==> config.mk <==
export PLATFORM = sky130hd
export DESIGN_NAME = kmer_code_streamer
export DESIGN_NICKNAME = d
export VERILOG_FILES = /design/src/design/kcs_pkg.sv /design/src/design/kcs_cfg.sv /design/src/design/kcs_front.sv /design/src/design/kcs_fifo.sv /design/src/design/kcs_back.sv /design/src/design/kmer_code_streamer.sv
export SDC_FILE = /design/constraint.sdc
export NUM_CORES = 2
export LEC_CHECK = 0
export BUFFER_PORTS_ARGS = -buffer_cell sky130_fd_sc_hd__buf_2
export CELL_PAD_IN_SITES_DETAIL_PLACEMENT = 0
export CELL_PAD_IN_SITES_GLOBAL_PLACEMENT = 1
export CORE_MARGIN = 8
export CORE_UTILIZATION = 30
export DETAILED_ROUTE_END_ITERATION = 8
export GPL_TIMING_DRIVEN = 1
export PLACE_DENSITY_LB_ADDON = 0.1
export SLEW_MARGIN = 20
export SYNTH_ARGS = -nofsm -noshare
export SYNTH_HDL_FRONTEND = slang
export SYNTH_SLANG_ARGS = --single-unit
==> constraint.sdc <==
create_clock -name clk -period 9.2 [get_ports clk]
set_input_delay 2.76 -clock clk [delete_from_list [all_inputs] [get_ports clk]]
set_output_delay 2.76 -clock clk [all_outputs]
set_load 0.005 [all_outputs]
==> src/design/kcs_pkg.sv <==
package kcs_pkg;

  localparam int MAX_ALPHABET  = 24;
  localparam int MAX_KMER_LEN  = 12;
  localparam int POSITION_BITS = 32;

  localparam int CODE_W    = 56;
  localparam int TOK_W     = 5;
  localparam int K_W       = 4;
  localparam int START_W   = 32;
  localparam int CFG_W     = 64;
  localparam int CFG_IDX_W = 3;
  localparam int ALPHA_W   = 3 * CFG_W;
  localparam int Q_DEPTH   = 2;
  localparam int WIN_IDX_W = $clog2(MAX_KMER_LEN);

  localparam logic [POSITION_BITS-1:0] POS_MAX   = '1;
  localparam logic [START_W-1:0]       START_MAX = '1;

  // register indexes on the configuration port
  localparam logic [CFG_IDX_W-1:0] REG_ALPHA_LOW  = 3'd0;
  localparam logic [CFG_IDX_W-1:0] REG_ALPHA_MID  = 3'd1;
  localparam logic [CFG_IDX_W-1:0] REG_ALPHA_HIGH = 3'd2;
  localparam logic [CFG_IDX_W-1:0] REG_ALPHA_SIZE = 3'd3;
  localparam logic [CFG_IDX_W-1:0] REG_KMER_LEN   = 3'd4;

  typedef struct packed {
    logic [7:0] symbol;
    logic       end_of_sequence;
  } in_item_t;

  typedef struct packed {
    logic [TOK_W-1:0]   token_index;
    logic               unknown_symbol;
    logic               kmer_ready;
    logic [CODE_W-1:0]  kmer_code;
    logic [START_W-1:0] kmer_start;
  } out_item_t;

  // classified item passed from front to back
  typedef struct packed {
    logic [TOK_W-1:0]         token;
    logic                     unknown;
    logic                     eos;
    logic [POSITION_BITS-1:0] pos;
  } tok_entry_t;

  // configuration view shared by front and back
  typedef struct packed {
    logic [ALPHA_W-1:0] chars;
    logic [TOK_W-1:0]   radix;
    logic [K_W-1:0]     klen;
    logic [CODE_W-1:0]  top_weight;
    logic               busy;
    logic               clear;
  } cfg_t;

  typedef enum logic {
    BK_IDLE,
    BK_FIN
  } bk_state_t;

endpackage

==> src/design/kcs_cfg.sv <==
module kcs_cfg
  import kcs_pkg::*;
(
  input  logic                 clk,
  input  logic                 rst_n,
  input  logic                 cfg_valid,
  output logic                 cfg_ready,
  input  logic [CFG_IDX_W-1:0] cfg_index,
  input  logic [CFG_W-1:0]     cfg_data,
  output cfg_t                 cfg
);

  logic [CFG_W-1:0]        low_r, mid_r, high_r;
  logic [TOK_W-1:0]        size_r;
  logic [K_W-1:0]          klen_r;
  logic [CODE_W-1:0]       w_r, w_nxt;
  logic [K_W-1:0]          cnt_r;
  logic                    busy_r;
  logic                    wr_hit;
  logic [TOK_W-1:0]        radix;
  logic [K_W-1:0]          klen;
  logic [CODE_W+TOK_W-1:0] wprod;

  assign cfg_ready = 1'b1;

  assign wr_hit = cfg_valid && (cfg_index == REG_ALPHA_LOW || cfg_index == REG_ALPHA_MID ||
                                cfg_index == REG_ALPHA_HIGH || cfg_index == REG_ALPHA_SIZE ||
                                cfg_index == REG_KMER_LEN);

  // effective radix and k
  always_comb begin
    radix = (size_r > TOK_W'(MAX_ALPHABET)) ? TOK_W'(MAX_ALPHABET) : size_r;
    if (klen_r == '0) begin
      klen = K_W'(1);
    end else if (klen_r > K_W'(MAX_KMER_LEN)) begin
      klen = K_W'(MAX_KMER_LEN);
    end else begin
      klen = klen_r;
    end
  end

  // one radix step of A^(k-1) per cycle
  assign wprod = w_r * {{(CODE_W-TOK_W){1'b0}}, radix};
  assign w_nxt = wprod[CODE_W-1:0];

  always_ff @(posedge clk) begin
    if (!rst_n) begin
      low_r  <= '0;
      mid_r  <= '0;
      high_r <= '0;
      size_r <= TOK_W'(4);
      klen_r <= K_W'(4);
      w_r    <= CODE_W'(1);
      cnt_r  <= K_W'(1);
      busy_r <= 1'b1;
    end else begin
      if (cfg_valid) begin
        case (cfg_index)
          REG_ALPHA_LOW:  low_r  <= cfg_data;
          REG_ALPHA_MID:  mid_r  <= cfg_data;
          REG_ALPHA_HIGH: high_r <= cfg_data;
          REG_ALPHA_SIZE: size_r <= cfg_data[TOK_W-1:0];
          REG_KMER_LEN:   klen_r <= cfg_data[K_W-1:0];
          default: ;
        endcase
      end
      if (wr_hit) begin
        w_r    <= CODE_W'(1);
        cnt_r  <= K_W'(1);
        busy_r <= 1'b1;
      end else if (busy_r) begin
        if (cnt_r < klen) begin
          w_r   <= w_nxt;
          cnt_r <= cnt_r + K_W'(1);
        end else begin
          busy_r <= 1'b0;
        end
      end
    end
  end

  assign cfg.chars      = {high_r, mid_r, low_r};
  assign cfg.radix      = radix;
  assign cfg.klen       = klen;
  assign cfg.top_weight = w_r;
  assign cfg.busy       = busy_r;
  assign cfg.clear      = wr_hit;

endmodule

==> src/design/kcs_front.sv <==
module kcs_front
  import kcs_pkg::*;
(
  input  logic       clk,
  input  logic       rst_n,
  input  logic       in_valid,
  output logic       in_ready,
  input  in_item_t   in_data,
  input  cfg_t       cfg,
  input  logic       q_full,
  output logic       q_push,
  output tok_entry_t q_entry
);

  logic [POSITION_BITS-1:0] pos_r;
  logic [7:0]               sym, alt;
  logic                     is_letter;
  logic [MAX_ALPHABET-1:0]  hit_exact, hit_alt;
  logic [TOK_W-1:0]         tok;
  logic                     found;

  assign sym       = in_data.symbol;
  assign is_letter = (sym >= 8'h41 && sym <= 8'h5A) || (sym >= 8'h61 && sym <= 8'h7A);
  assign alt       = sym ^ 8'h20;

  always_comb begin
    for (int i = 0; i < MAX_ALPHABET; i++) begin
      hit_exact[i] = (i < int'(cfg.radix)) && (cfg.chars[i*8 +: 8] == sym);
      hit_alt[i]   = (i < int'(cfg.radix)) && is_letter && (cfg.chars[i*8 +: 8] == alt);
    end
  end

  // first exact match, else first opposite-case match; nul never matches
  always_comb begin
    tok   = '0;
    found = 1'b0;
    for (int i = MAX_ALPHABET - 1; i >= 0; i--) begin
      if (hit_alt[i]) begin
        tok   = TOK_W'(i);
        found = 1'b1;
      end
    end
    if (|hit_exact) begin
      for (int i = MAX_ALPHABET - 1; i >= 0; i--) begin
        if (hit_exact[i]) begin
          tok = TOK_W'(i);
        end
      end
      found = 1'b1;
    end
    if (sym == 8'h00) begin
      found = 1'b0;
      tok   = '0;
    end
  end

  assign in_ready = !cfg.busy && !q_full;
  assign q_push   = in_valid && in_ready;

  assign q_entry.token   = tok;
  assign q_entry.unknown = !found;
  assign q_entry.eos     = in_data.end_of_sequence;
  assign q_entry.pos     = pos_r;

  always_ff @(posedge clk) begin
    if (!rst_n) begin
      pos_r <= '0;
    end else if (q_push) begin
      if (in_data.end_of_sequence) begin
        pos_r <= '0;
      end else if (pos_r != POS_MAX) begin
        pos_r <= pos_r + POSITION_BITS'(1);
      end
    end
  end

endmodule

==> src/design/kcs_fifo.sv <==
module kcs_fifo
  import kcs_pkg::*;
(
  input  logic       clk,
  input  logic       rst_n,
  input  logic       push,
  input  tok_entry_t din,
  output logic       full,
  input  logic       pop,
  output logic       not_empty,
  output tok_entry_t dout
);

  localparam int PTR_W = (Q_DEPTH > 1) ? $clog2(Q_DEPTH) : 1;
  localparam int CNT_W = $clog2(Q_DEPTH + 1);

  tok_entry_t       mem_r [Q_DEPTH];
  logic [PTR_W-1:0] wr_ptr_r, rd_ptr_r;
  logic [CNT_W-1:0] cnt_r;

  assign full      = (cnt_r == CNT_W'(Q_DEPTH));
  assign not_empty = (cnt_r != '0);
  assign dout      = mem_r[rd_ptr_r];

  always_ff @(posedge clk) begin
    if (push) begin
      mem_r[wr_ptr_r] <= din;
    end
  end

  always_ff @(posedge clk) begin
    if (!rst_n) begin
      wr_ptr_r <= '0;
      rd_ptr_r <= '0;
      cnt_r    <= '0;
    end else begin
      if (push) begin
        wr_ptr_r <= (wr_ptr_r == PTR_W'(Q_DEPTH - 1)) ? '0 : wr_ptr_r + PTR_W'(1);
      end
      if (pop) begin
        rd_ptr_r <= (rd_ptr_r == PTR_W'(Q_DEPTH - 1)) ? '0 : rd_ptr_r + PTR_W'(1);
      end
      if (push && !pop) begin
        cnt_r <= cnt_r + CNT_W'(1);
      end else if (pop && !push) begin
        cnt_r <= cnt_r - CNT_W'(1);
      end
    end
  end

endmodule

==> src/design/kcs_back.sv <==
module kcs_back
  import kcs_pkg::*;
(
  input  logic       clk,
  input  logic       rst_n,
  input  cfg_t       cfg,
  input  logic       q_valid,
  input  tok_entry_t q_entry,
  output logic       q_pop,
  output logic       out_valid,
  input  logic       out_ready,
  output out_item_t  out_data
);

  bk_state_t               st_r, st_nxt;
  tok_entry_t              ent_r;
  logic [CODE_W-1:0]       diff_r, diff_nxt;
  logic [CODE_W-1:0]       rc_r;
  logic [K_W-1:0]          vc_r;
  logic [TOK_W-1:0]        win_r [MAX_KMER_LEN];
  logic                    out_valid_r;
  out_item_t               out_data_r, res;
  logic                    commit;
  logic                    full_win;
  logic [TOK_W-1:0]        oldest;
  logic [CODE_W+TOK_W-1:0] sub_prod, mul_prod;
  logic [CODE_W-1:0]       rc_new;
  logic [K_W-1:0]          vc_new;
  logic                    ready_new;
  logic [POSITION_BITS-1:0] start_pos;
  logic [63:0]             start_ext;

  assign full_win = (vc_r >= cfg.klen);
  assign oldest   = win_r[WIN_IDX_W'(cfg.klen - K_W'(1))];
  assign sub_prod = cfg.top_weight * {{(CODE_W-TOK_W){1'b0}}, oldest};
  assign diff_nxt = full_win ? (rc_r - sub_prod[CODE_W-1:0]) : rc_r;

  assign mul_prod = diff_r * {{(CODE_W-TOK_W){1'b0}}, cfg.radix};
  assign rc_new   = mul_prod[CODE_W-1:0] + {{(CODE_W-TOK_W){1'b0}}, ent_r.token};
  assign vc_new   = full_win ? vc_r : vc_r + K_W'(1);
  assign ready_new = !ent_r.unknown && (vc_new >= cfg.klen);

  assign start_pos = ent_r.pos - POSITION_BITS'(cfg.klen - K_W'(1));
  assign start_ext = 64'(start_pos);

  always_comb begin
    res.token_index    = ent_r.unknown ? '0 : ent_r.token;
    res.unknown_symbol = ent_r.unknown;
    res.kmer_ready     = ready_new;
    res.kmer_code      = ready_new ? rc_new : '0;
    if (!ready_new) begin
      res.kmer_start = '0;
    end else if (ent_r.pos == POS_MAX || start_ext > 64'(START_MAX)) begin
      res.kmer_start = START_MAX;
    end else begin
      res.kmer_start = start_pos[START_W-1:0];
    end
  end

  always_comb begin
    st_nxt = st_r;
    q_pop  = 1'b0;
    commit = 1'b0;
    case (st_r)
      BK_IDLE: begin
        if (q_valid) begin
          q_pop  = 1'b1;
          st_nxt = BK_FIN;
        end
      end
      BK_FIN: begin
        if (!out_valid_r || out_ready) begin
          commit = 1'b1;
          st_nxt = BK_IDLE;
        end
      end
      default: st_nxt = BK_IDLE;
    endcase
  end

  always_ff @(posedge clk) begin
    if (!rst_n) begin
      st_r <= BK_IDLE;
    end else begin
      st_r <= st_nxt;
    end
  end

  always_ff @(posedge clk) begin
    if (q_pop) begin
      ent_r  <= q_entry;
      diff_r <= diff_nxt;
    end
    if (commit) begin
      out_data_r <= res;
      if (!ent_r.unknown) begin
        for (int i = MAX_KMER_LEN - 1; i > 0; i--) begin
          win_r[i] <= win_r[i-1];
        end
        win_r[0] <= ent_r.token;
      end
    end
  end

  always_ff @(posedge clk) begin
    if (!rst_n) begin
      rc_r        <= '0;
      vc_r        <= '0;
      out_valid_r <= 1'b0;
    end else begin
      if (cfg.clear) begin
        rc_r <= '0;
        vc_r <= '0;
      end else if (commit) begin
        if (ent_r.unknown || ent_r.eos) begin
          rc_r <= '0;
          vc_r <= '0;
        end else begin
          rc_r <= rc_new;
          vc_r <= vc_new;
        end
      end
      if (commit) begin
        out_valid_r <= 1'b1;
      end else if (out_ready) begin
        out_valid_r <= 1'b0;
      end
    end
  end

  assign out_valid = out_valid_r;
  assign out_data  = out_data_r;

endmodule

==> src/design/kmer_code_streamer.sv <==
// rolling k-mer encoder: each input item carries one sequence byte; the block
// maps it to its alphabet index (first exact match, else first opposite-case
// match, nul always unknown) and returns exactly one result item per input
// item, in order. once k known tokens have arrived since the last restart the
// result carries the base-A code of the last k tokens (oldest most significant)
// and the position of the k-mer's first symbol; an unknown symbol flags the
// item and restarts the window, end_of_sequence clears window and position.
// the back end takes one item at a time: its idle state pops an item and
// takes the oldest token's weighted value off the running code, its finish
// state multiplies by the radix, adds the new token and waits out a stalled
// output before the next pop. the front classifies and numbers items and feeds
// a 2-deep queue, so input and output stall independently. after reset or any
// register write, in_ready stays low while A^(k-1) is built with one radix
// multiply per cycle. cfg_ready is always high; write only when idle.
module kmer_code_streamer
  import kcs_pkg::*;
(
  input  logic                 clk,
  input  logic                 rst_n,
  // input channel
  input  logic                 in_valid,
  output logic                 in_ready,
  input  in_item_t             in_data,
  // result channel
  output logic                 out_valid,
  input  logic                 out_ready,
  output out_item_t            out_data,
  // configuration write channel
  input  logic                 cfg_valid,
  output logic                 cfg_ready,
  input  logic [CFG_IDX_W-1:0] cfg_index,
  input  logic [CFG_W-1:0]     cfg_data
);

  cfg_t       cfg;
  logic       q_push, q_pop, q_full, q_valid;
  tok_entry_t q_din, q_dout;

  // config registers and top weight sequencer
  kcs_cfg u_cfg (
    .clk       (clk),
    .rst_n     (rst_n),
    .cfg_valid (cfg_valid),
    .cfg_ready (cfg_ready),
    .cfg_index (cfg_index),
    .cfg_data  (cfg_data),
    .cfg       (cfg)
  );

  // front: symbol lookup and position tracking
  kcs_front u_front (
    .clk      (clk),
    .rst_n    (rst_n),
    .in_valid (in_valid),
    .in_ready (in_ready),
    .in_data  (in_data),
    .cfg      (cfg),
    .q_full   (q_full),
    .q_push   (q_push),
    .q_entry  (q_din)
  );

  // decoupling queue of classified items
  kcs_fifo u_fifo (
    .clk       (clk),
    .rst_n     (rst_n),
    .push      (q_push),
    .din       (q_din),
    .full      (q_full),
    .pop       (q_pop),
    .not_empty (q_valid),
    .dout      (q_dout)
  );

  // back: rolling code update and output register
  kcs_back u_back (
    .clk       (clk),
    .rst_n     (rst_n),
    .cfg       (cfg),
    .q_valid   (q_valid),
    .q_entry   (q_dout),
    .q_pop     (q_pop),
    .out_valid (out_valid),
    .out_ready (out_ready),
    .out_data  (out_data)
  );

endmodule

After elaboration in Yosys (flattened, before gate mapping)

Memory sizes are Yosys's and may differ from the RTL's. A register that Yosys moved wholly into a read port is not among the register bits.
Index checks and enable logic that the tools add are counted.

Register bits after elaboration: 511
RAM bits: 138
Bits of input ports: 81
Output and inout bits: 98
Memories kept: 2

Add/subtract/negate cells: 12
Multiply operators: 3
$lt $le $gt $ge: 34
Equality and inequality tests: 55
Muxes and demuxes: 105
Bitwise operators: 3
Reduce and logical (&&, ||, !) cells: 111

Memories:

| memory       | depth | bits a word | rd ports | clocked after Yosys merged registers in | wr ports | RTL line       | RTL |
|---|---|---|---|---|---|---|---|
| u_fifo.mem_r | 2     | 39          | 1        | 1                                       | 1        | kcs_fifo.sv:17 | `tok_entry_t mem_r [Q_DEPTH];` |
| u_back.win_r | 12    | 5           | 12       | 0                                       | 12       | kcs_back.sv:20 | `logic [TOK_W-1:0] win_r [MAX_KMER_LEN];` |

Operators with widths:

| operator              | count |
|---|---|
| $eq 8x8->1            | 48 |
| $mux 5                | 51 |
| $mul 56x5->56         | 3 |
| $mux 56               | 2 |
| $mux 32               | 3 |
| $logic_and 1x1->1     | 80 |
| $add 56x5->56         | 1 |
| $sub 56x56->56        | 1 |
| $mux 1                | 42 |
| $lt 4x5->1 const A    | 8 |
| $lt 5x5->1 const A    | 8 |
| $add 32x1->32 const B | 1 |
| $eq 32x32->1 const B  | 1 |
| $gt 32x32->1 const B  | 1 |
| $ne 32x32->1 const B  | 1 |
| $sub 32x32->32        | 1 |
| $reduce_or 24->1      | 1 |
| $lt 3x5->1 const A    | 4 |
| $ge 8x7->1 const B    | 2 |
| $le 8x7->1 const B    | 2 |
| $mux 4                | 4 |
| $reduce_and 2->1      | 7 |
| $lt 1x5->1 const A    | 2 |
| $lt 2x5->1 const A    | 2 |
| 24 further kinds      | 47 |

Logic depth before layout (Yosys ltp)

Depth after elaboration: 55
Mapped depth: 34
Depth with buffers taken out: 29

Cells and area by module

From an unflattened synthesis, not the netlist that was laid out.

Cells, all modules: 6469
Area, all modules: 58183.3 um2

By module, submodules not included:

| module    | instances | cells each | area each (um2) | sequential area each (um2) |
|---|---|---|---|---|
| kcs_back  | 1         | 3295       | 31423.9         | 8748.4 |
| kcs_cfg   | 1         | 2288       | 18401.4         | 5245.0 |
| kcs_front | 1         | 743        | 5326.4          | 640.6 |
| kcs_fifo  | 1         | 143        | 3031.7          | 2442.3 |

Worst setup path after synthesis

Ideal clock, no wire load.

Kind: flip-flop to flip-flop
From: register u_cfg.klen_r[2]
To: register u_back.diff_r[52], data pin
Arrival time: 7603 ps
Required time: 8940 ps
Path slack: 1337 ps
Stages on the path, launching flop included: 33
Path buffers: 6
Period minus slack after synthesis: 7863 ps
Cells stage by stage: dfxtp_1 buf_4 or3_1 nand2_2 inv_2 buf_2 ha_1 clkbuf_1 clkbuf_1 mux4_2 nand2_1 a31oi_1 clkbuf_1 nand2_1 fa_1 inv_1 fa_1 fa_1 inv_1 ha_1 clkbuf_1 o21ai_1 nand2b_1 a21oi_1 a31oi_1 o41ai_4 o41ai_4 a311oi_1 o311a_1 o31a_1 a22oi_1 xnor2_1 mux2_2

Word-level cells in the longest chain between the ends: 8
Elaborated cells on any way between the ends: 10
Classes of those cells: 2 x add/sub; 1 x mul; 2 x order compare; 3 x mux; 1 x reduce/logical; 1 x memory

Ends and longest elaborated chain:

| element                 | RTL line       | RTL |
|---|---|---|
| from (decl)             | kcs_cfg.sv:15  | `logic [K_W-1:0] klen_r;` |
| from (signal assigned)  | kcs_cfg.sv:63  | `REG_KMER_LEN: klen_r <= cfg_data[K_W-1:0];` |
| $gt 4x4->1              | kcs_cfg.sv:35  | `end else if (klen_r > K_W'(MAX_KMER_LEN)) begin` |
| $mux 4                  | kcs_cfg.sv:35  |  |
| $mux 4 *                | kcs_cfg.sv:33  | `if (klen_r == '0) begin` |
| $sub 4x1->4             | kcs_back.sv:34 | `assign oldest = win_r[WIN_IDX_W'(cfg.klen - K_W'(1))];` |
| $mem_v2 12x5            | n/a            |  |
| $mul 56x5->56           | kcs_back.sv:35 | `assign sub_prod = cfg.top_weight * {{(CODE_W-TOK_W){1'b0}}, oldest};` |
| $sub 56x56->56          | kcs_back.sv:36 | `assign diff_nxt = full_win ? (rc_r - sub_prod[CODE_W-1:0]) : rc_r;` |
| $mux 56 *               | kcs_back.sv:36 |  |
| via u_back.diff_nxt[52] | kcs_back.sv:17 | `logic [CODE_W-1:0] diff_r, diff_nxt;` |
| to (signal assigned)    | kcs_back.sv:92 | `diff_r <= diff_nxt;` |
| to (decl)               | kcs_back.sv:17 |  |

Mark *: on every way through the listed nets, which the timed path passes. The rest lies on a longest branch.
A chain may end at the register's enable or synchronous reset.

Worst setup path after layout

Same ends and word-level chain as after synthesis.

==> run summary <==
Final Skew = 0.0587 ns
syn avg cell area = 9.18 um2
unrepaired setup endpoints after global routing = false
Slowest cell on crit path = and2b_2
critical path required time = 9.65 ns
multi-input logic area = 36,600 um2
Initial DRT Pass Iterations = 7
Critical Path AT = 9.09 ns
Yosys cell types = 97
Setup TNS Final = 0 ns
Starting DRT DRC Count = 2,407
DIE WIDTH = 451 um
Hold Crit Depth = 0
DR DRC count = 0
Crit Path Max Fanout = 23
CTS tree = yes
Layout Cell Area excl Fill = 63,600 um2
Layout Area Growth over Synthesis = 11.9%
Internal Power = 0.00789 W
total power = 0.0131 W
I/O pins = 179
Max Freq = 116 MHz
FF/Latch Area = 17,100 um2
clock slew at reported path FFs = 0.06 ns
hold wc startpoint = u_back.win_r[8][2]
clock buffer depth = 3
total clock sinks = 688
Initial Util = 0.301
DP HPWL = 136,000 um
WHS = 0.430 ns
Synth area leader = fa_1
clock power share = 0.290
fraction of registers with async set/reset = 0
# fillers = 19,700
count leader, synth = nand2_1
Die Area = 204,000 um2
top cell type's share of synthesized area = 0.184
Vias per Instance = 4.89
P_leak = 27.9 nW
Critical R2R Launch = u_cfg.klen_r[2]
WL final = 186,000 um
Gate power share = 0.400
Hold Path End = u_back.win_r[9][2]
Total Routing Usage GR = 0.181
Synth area leaders = fa_1, edfxtp_1, dfxtp_1
dpl cell area = 60,500 um2
Post-CTS Hold Buffers = 0
Critical Path Start Type = flip-flop
power per cell area = 205 nW/um2
capturing point of the worst reg2reg path = u_back.diff_r[52]
critical path type = flip-flop to flip-flop
Rows = 160
Post-synth top cells = nand2_1, inv_1, fa_1, dfxtp_1, edfxtp_1
FF+latch count, synth = 688
Most used DFF post-synth = dfxtp_1
sw frac = 0.396
synth warn = 0
Worst Setup Slack post-DPL = 0.578 ns
H-tree levels = 3
Hold Violations, Final = 0
initial antenna violation count = 14
share of cells above drive strength 1 = 0.0831
Tcrit/Tclk final = 0.938
Mapped Area = 56,900 um2
minimum clock period = 8.63 ns
Routed wire per std cell = 21.1 um
Slew @ Worst Pin = 1.09 ns
Final nets = 7,091
sequential fraction of the synthesis area = 0.300
Overflow after GRT = 0
sw power = 0.00517 W
core area = 189,000 um2
Min-Delay Path Class = flip-flop to flip-flop
Gate Count Post-Synth = 6,196
VDD IR-drop max = 138 uV
IO buf count = 177
outcome = finished clean
CTS root buffer = clkbuf_16
sequential share of power = 0.310
GPL Wtd Cong = 0.834
post-CTS setup buffer count = 0
final setup fails = 0
die height = 451 um
Worst Reg-to-Reg Cells = 28
largest net degree at the start of global routing = 133
post_cts resized = 0
EDFF count, synth = 328
Slowest Stage Delay on Critical Path = 0.64 ns
most frequent CP cell = fa_1
CP endpoint kind = flip-flop
clk_lat worst skew = 0.74 ns
Routed Antenna Nets = 0
slew margin rel. = 0.269
max-cap viol count = 0
reg2reg setup slack = 0.57 ns
CTS Buf Count = 92
routed vias = 43,056
first-pass GRT wire length = 287,000 um
worst setup margin = 0.567 ns
Slew Limit Fails = 0
number of global-route vias before repair = 45,021
[layer usage]
layer / share of wire / global-route usage / wire [um] / vias up
met5: 0 / 0 / 0 / -
met4: 0.026 / 0.0449 / 4800 / 0
met3: 0.034 / 0.0249 / 6340 / 188
met2: 0.46 / 0.300 / 86400 / 631
met1: 0.48 / 0.250 / 88600 / 21494
li1: - / - / - / 20743
[sequential cells by signal, summed over array words and instances (netlist names), 2 cells and up]
register and flops:
u_cfg.cnt_r 4, u_cfg.klen_r 4, u_back.ent_r 39, u_back.rc_r 56, u_fifo.mem_r 78, u_back.win_r 60
u_cfg.size_r 5, u_back.vc_r 4, u_cfg.high_r 64, u_front.pos_r 32, u_fifo.cnt_r 2, u_cfg.low_r 64
u_cfg.w_r 56, u_back.diff_r 56, u_back.out_data 95, u_cfg.mid_r 64
[power groups by stage]
stage | sequential (W) | clock, W | combinational (W)
3_3_place_gp | 0.00412 | 0 | 0.00532
2_1_floorplan | 0.00395 | 0 | 0.00357
5_1_grt | 0.00410 | 0.00404 | 0.00582
4_1_cts | 0.00406 | 0.00393 | 0.00533
6_report | 0.00405 | 0.00379 | 0.00522
3_5_place_dp | 0.00412 | 0 | 0.00529
[cell families after synthesis]
logic type | after synthesis | share of synthesized area
xor+xnor | 409 | 0.0631
simple gates | 2195 | 0.183
mux | 82 | 0.0174
compound gates | 1111 | 0.132
fa+ha+maj | 796 | 0.244
buf+inv | 914 | 0.0607
other cells | 1 | 0.0000659
flops | 688 | 0.300
[final cells by class]
class / count / share of cell area
Inverter: 555 / 0.0329
Multi-Input combinational cell: 4621 / 0.575
Antenna cell: 4 / 0.000157
Sequential cell: 688 / 0.268
Tap cell: 2511 / 0.0494
Clock inverter: 49 / 0.00960
Clock buffer: 121 / 0.0398
Timing Repair Buffer: 256 / 0.0243
[worst max-delay path by stage]
stage	from	slack, ns	depth (start not counted)	endpoint
final	u_cfg.klen_r[2]	0.57	28	u_back.diff_r[52]
after global routing	u_cfg.klen_r[3]	0.04	30	u_back.diff_r[52]
after CTS	u_cfg.klen_r[2]	0.49	29	u_back.diff_r[55]
after detailed placement	u_cfg.klen_r[2]	0.58	28	u_back.diff_r[52]
after global placement	u_cfg.klen_r[2]	0.60	29	u_back.diff_r[55]
after floorplan	u_cfg.klen_r[2]	1.34	32	u_back.diff_r[52]
[through the flow]
stage          cells  utilization
5_1_grt         8803        0.336
2_1_floorplan   6223            -
3_3_place_gp    8631        0.320
6_report        8805        0.336
3_5_place_dp    8631        0.320
4_1_cts         8801        0.336
[cells in the final DEF, fill, tap and decap left out, drive strengths merged, types with 229 or more instances in the layout]
cell    Yosys  routed
nand2    1080    1080
inv       555     558
fa        522     522
dfxtp     360     360
edfxtp    328     328
ha        274     274
a21oi     269     269
and3      257     257
buf        34     256
and2      242     242
nor2      229     229
[critical path, delay by kind of cell (launching register included)]
family / cells / cell delay, ns
AO/OA/AOI/OAI: 10 / 2.77
adder cells (fa/ha/maj): 5 / 2.24
AND/OR/NAND/NOR: 6 / 1.73
buffers and inverters: 5 / 0.77
flip-flops: 1 / 0.45
multiplexers: 1 / 0.27
XOR/XNOR: 1 / 0.09
Note: power is estimated with default switching activity, not from simulation.
